`src/design/wrf_pkg.sv`:
```
// Shared types, constants and helpers for the window rank filter.
package wrf_pkg;

	// Default capacity of the block.
	localparam int DEF_MAX_RADIUS = 3;
	localparam int DEF_MAX_WIDTH  = 1024;
	localparam int DEF_MAX_HEIGHT = 4096;

	// Pixel and register widths.
	localparam int PIX_W     = 8;
	localparam int CFG_DW    = 13;
	localparam int CFG_AW    = 2;
	localparam int RADIUS_W  = 2;
	localparam int MODE_W    = 2;
	localparam int FWIDTH_W  = 11;
	localparam int FHEIGHT_W = 13;

	// Configuration register indexes.
	typedef enum logic [CFG_AW-1:0] {
		REG_RADIUS = 2'd0,
		REG_MODE   = 2'd1,
		REG_WIDTH  = 2'd2,
		REG_HEIGHT = 2'd3
	} reg_index_t;

	// Rank selection codes; the remaining code behaves as median.
	localparam logic [MODE_W-1:0] MODE_MIN    = 2'd0;
	localparam logic [MODE_W-1:0] MODE_MAX    = 2'd1;
	localparam logic [MODE_W-1:0] MODE_MEDIAN = 2'd2;

	// Control that travels with each request through the rank chain.
	typedef struct packed {
		logic valid;
		logic last;
	} ctl_t;

	// Window cells outside the active radius are filled with half full-scale
	// and half zero values in median mode, so the middle element is unchanged.
	// Layer pairs (odd, even) hold an even cell count: the whole odd layer
	// plus the corner of the even layer make exactly half of each pair.
	function automatic logic fill_high(input int row, input int col);
		int lyr;
		lyr = (row > col) ? row : col;
		return ((lyr % 2) == 1) || ((lyr > 0) && (row == lyr) && (col == lyr));
	endfunction

endpackage

```
`src/design/wrf_rank_cell.sv`:
```
// One bit step of the rank selection: settles one result bit, MSB first.
module wrf_rank_cell
	import wrf_pkg::*;
#(
	parameter int N_VALS  = 49,
	parameter int BIT_POS = 7
) (
	input  logic                            clk,
	input  logic                            arst_n,
	input  logic                            en,
	input  ctl_t                            ctl_i,
	input  logic [N_VALS-1:0][PIX_W-1:0]    vals_i,
	input  logic [N_VALS-1:0]               cand_i,
	input  logic [$clog2(N_VALS)-1:0]       rank_i,
	input  logic [PIX_W-1:0]                res_i,
	output ctl_t                            ctl_o,
	output logic [N_VALS-1:0][PIX_W-1:0]    vals_o,
	output logic [N_VALS-1:0]               cand_o,
	output logic [$clog2(N_VALS)-1:0]       rank_o,
	output logic [PIX_W-1:0]                res_o
);

	localparam int RKW   = $clog2(N_VALS);
	localparam int CNT_W = $clog2(N_VALS + 1);

	logic [N_VALS-1:0] zero_set;
	logic [CNT_W-1:0]  zero_cnt;
	logic              go_low;
	logic [PIX_W-1:0]  res_nxt;

	// Count candidates with a zero at this bit and pick the half holding the rank.
	always_comb begin
		for (int i = 0; i < N_VALS; i++) begin
			zero_set[i] = cand_i[i] & ~vals_i[i][BIT_POS];
		end
		zero_cnt = CNT_W'($countones(zero_set));
		go_low = (CNT_W'(rank_i) < zero_cnt);
		res_nxt = res_i;
		res_nxt[BIT_POS] = ~go_low;
	end

	always_ff @(posedge clk or negedge arst_n) begin
		if (!arst_n) begin
			ctl_o <= '0;
		end else if (en) begin
			ctl_o <= ctl_i;
		end
	end

	always_ff @(posedge clk) begin
		if (en) begin
			vals_o <= vals_i;
			res_o  <= res_nxt;
			if (go_low) begin
				cand_o <= zero_set;
				rank_o <= rank_i;
			end else begin
				cand_o <= cand_i & ~zero_set;
				rank_o <= rank_i - RKW'(zero_cnt);
			end
		end
	end

endmodule

```
`config.mk`:
```
export PLATFORM = sky130hd
export DESIGN_NAME = wrf_rank_cell
export DESIGN_NICKNAME = d
export VERILOG_FILES = /design/src/design/wrf_pkg.sv /design/src/design/wrf_rank_cell.sv
export SDC_FILE = /design/constraint.sdc
export NUM_CORES = 1
export LEC_CHECK = 0
export BUFFER_PORTS_ARGS = -buffer_cell sky130_fd_sc_hd__buf_2
export CORE_AREA = 2 2 355 357
export DETAILED_ROUTE_END_ITERATION = 7
export DIE_AREA = 0 0 357 359
export PLACE_DENSITY = 0.43
export SYNTH_ARGS = -nofsm -noshare
export SYNTH_HDL_FRONTEND = slang
export SYNTH_SLANG_ARGS = --single-unit
```
`constraint.sdc`:
```
create_clock -name clk -period 1.9 [get_ports clk]
set_input_delay 0 -clock clk [delete_from_list [all_inputs] [get_ports clk]]
set_output_delay 0 -clock clk [all_outputs]
set_load 0.05 [all_outputs]
```
==> impl_metrics.yaml <==
clocking:
  htreeDepth: 2
  clkLatencyLatePin_ps: 610
  cts-root-buf: "clkbuf_16"
  cts_buffer_depth: 3
  cts_tree: "done"
  numCtsBuffers: 54
  cts_num_sinks: 457
  cts.clk_slew.worst_paths_ps: 60
synth:
  synth_top_area_cell: "edfxtp_1"
  syn_area_per_cell_sq_um: 21.4
  synth_edf_count: 455
  yosysTopAreaCellShare_pct: 84.4
  ys_seq_area_share_pct: 84.7
  synth_most_common_cell: "edfxtp_1"
  yosysWarnings: 0
  ys_top_cells_by_area: "edfxtp_1 (84%), fa_1 (5.1%), xnor2_1 (1.5%), ha_1 (1.2%), inv_1 (1.0%)"
  syn_inst: 758
  synth_fp_nets: 1274
  synth_ff_type: "edfxtp_1"
  synth-seq-cells: 457
  synth.distinct_cells: 32
  synthArstFlopShare_pct: 0.438
  netlist_area_sq_mm: 0.0162
  synthTopCellsByCount: "edfxtp_1 (455), inv_1 (44), fa_1 (41)"
placement:
  place_area_sq_mm: 0.0239
  port_buffers: 915
  place_congestion: 0.804
  dp_hpwl_um: 62300
min_path:
  worstHoldStart: "cand_i[37]"
  min_path_cells: 3
  holdPathEnd: "cand_o[37]"
  holdCritPathClass: "input port to flop"
timing:
  whs_ps: -308
  period_needed_ps: 5990
  relSlewSlack_pct: 66.6
  finalCritPeriodShare_pct: 316
  setup_viol: 56
  finalHoldViolCount: 7
  grt_setup_unrepaired: "yes"
  skew_ps: 0
  worstMarginPinSlew_ps: 501
  finalWorstSetupSlack_ps: -4090
  slew_violations: 0
  max_freq_mhz: 167
setup_path:
  reg2reg_depth: 1
  max_stage_delay_ps: 580
  cpMostUsedCell: "fa_1"
  worstPathMaxFanout: 6
  required_ps: 2270
  cpMaxStageDelayCell: "fa_1"
  r2r_slack_ps: 1150
  critPathCaptureType: "flop"
  r2r-end: "ctl_o[0]"
  crit_buf_inv: 8
  cp_top_family: "adder cells"
  arrival_ps: 6370
  critical_path_class: "input port to flop"
  startpoint_type: "input port"
  reg2reg_from: "ctl_o[0]"
global_routing:
  grt_pass1_wl_um: 107000
  first_global_vias: 14000
  antenna_found_initial: 19
  grt_util_all_layers_pct: 11.9
  grt_max_degree: 85
  overflow: 0
power_and_ir_drop:
  p_sw_share_pct: 38.8
  p_switching_mw: 21.3
  pwr-share-comb_pct: 57.3
  clkPwrFrac_pct: 17.9
  irDropWorstVdd_mv: 2.24
  internal-power_mw: 33.6
  p_leak_nw: 12.8
  seq_power_share_pct: 24.8
  power_density_mw_per_mm2: 1780
routing:
  wirelength_um: 79700
  route.detailed.drc: 0
  drtIter0Drc: 746
  wl_per_cell_um: 19.9
  postRouteAntennaNets: 0
  dr_total_vias: 13100
  dr.pass1.iters: 4
  routed_via_density: 3.26
die:
  start_util_pct: 13.0
  fp.dieArea_sq_mm: 0.128
  die_w_um: 357
  ioPinCount: 917
  dieHeight_um: 359
  rows: 130
  core-area_sq_mm: 0.125
run_status:
  violations: "hold timing, setup timing"
  status: "finished with violations"
finish:
  drive_above_1_share_pct: 51.2
  seq_area_sq_mm: 0.0137
  syn2layout_area_growth_pct: 90.5
  fin_nets: 2838
  finalInstanceArea_sq_mm: 0.0308
  fillCellCount: 13200
  multi_input_area_sq_mm: 0.00266
job:
  max_cap_viol_count: 0
## power groups by stage
stage | Combinational (mW) | Sequential (mW) | Clock [mW]
after floorplan | 11.0 | 18.5 | 0
after global placement | 23.8 | 13.8 | 0
after detailed placement | 23.8 | 13.8 | 0
after CTS | 28.1 | 13.6 | 10.2
after global routing | 33.0 | 13.7 | 10.6
final | 31.5 | 13.6 | 9.81
## cell usage in the layout, fill, tap and decap left out, types with 22 or more instances in the layout
cell / count
and2_1: 25
buf_2: 909
buf_4: 107
clkbuf_16: 56
dlygate4sd3_1: 460
edfxtp_1: 455
fa_1: 34
inv_1: 40
nand2b_1: 22
nor2b_1: 22
## per-stage QoR
step           total power, mW  setup TNS (ps)  setup slack [ps]  instances  util [%]
2_1_floorplan             29.5         -231250             -4260        758         -
3_3_place_gp              37.6         -269350             -4900       3434      19.1
3_5_place_dp              37.5         -272430             -4970       3434      19.1
4_1_cts                   52.0         -221600             -4030       3995      24.4
5_1_grt                   57.3         -235260             -4270       4013      24.7
6_report                  54.9         -224950             -4090       4017      24.8
## worst max-delay path by stage
| stage | startpoint | end | depth (start not counted) |
|---|---|---|---|
| 6_report | cand_i[15] | cand_o[16] | 26 |
| 5_1_grt | cand_i[15] | cand_o[16] | 26 |
| 4_1_cts | cand_i[15] | cand_o[16] | 22 |
| 3_5_place_dp | cand_i[11] | cand_o[23] | 27 |
| 3_3_place_gp | cand_i[11] | cand_o[23] | 23 |
| 2_1_floorplan | vals_i[223] | rank_o[1] | 24 |
## worst min-delay path: stages
cell     delay [ps]
buf_2           100
nand3_2          60
o21ai_2          50
## final cells by class
class	count	area share (%)
inverter	44	0.535
clock inverter	24	0.621
sequential	457	44.5
clock buffer	71	4.59
multi-input combinational	248	8.63
tap	1650	6.69
antenna	6	0.0487
timing repair buffer	1517	34.4
## timing repair
| item | 4_1_cts | 5_1_grt |
|---|---|---|
| cloned | 3 | 2 |
| setup endpoints to repair | 56 | 56 |
| gates resized for setup | 85 | 46 |
| buffers inserted | 8 | 10 |
| pin swaps | 33 | 20 |
| endpoints found under the hold margin | 545 | 10 |
| hold buffers | 456 | 4 |
## flip-flops by register name (all words and copies together), names as in the netlist
register and flops:
vals_o 392, ctl_o 2, rank_o 6, res_o 8, cand_o 49
## per-layer routing
layer,up-vias,part of all wire [%],GRT usage (%)
met5,-,0.13,0
met4,16,2.2,2.91
met3,91,8.5,4.14
met2,526,50,20.8
met1,6470,39,13.7
li1,5982,-,-
## logic make-up after synthesis
group / share of synthesized area [%]
xor+xnor: 1.68
buf+inv: 1.49
simple gates: 4.10
mux: 0.340
fa+ha+maj: 6.23
flops: 84.7
compound gates: 1.47
No activity file was read; power rests on OpenSTA's default activity.
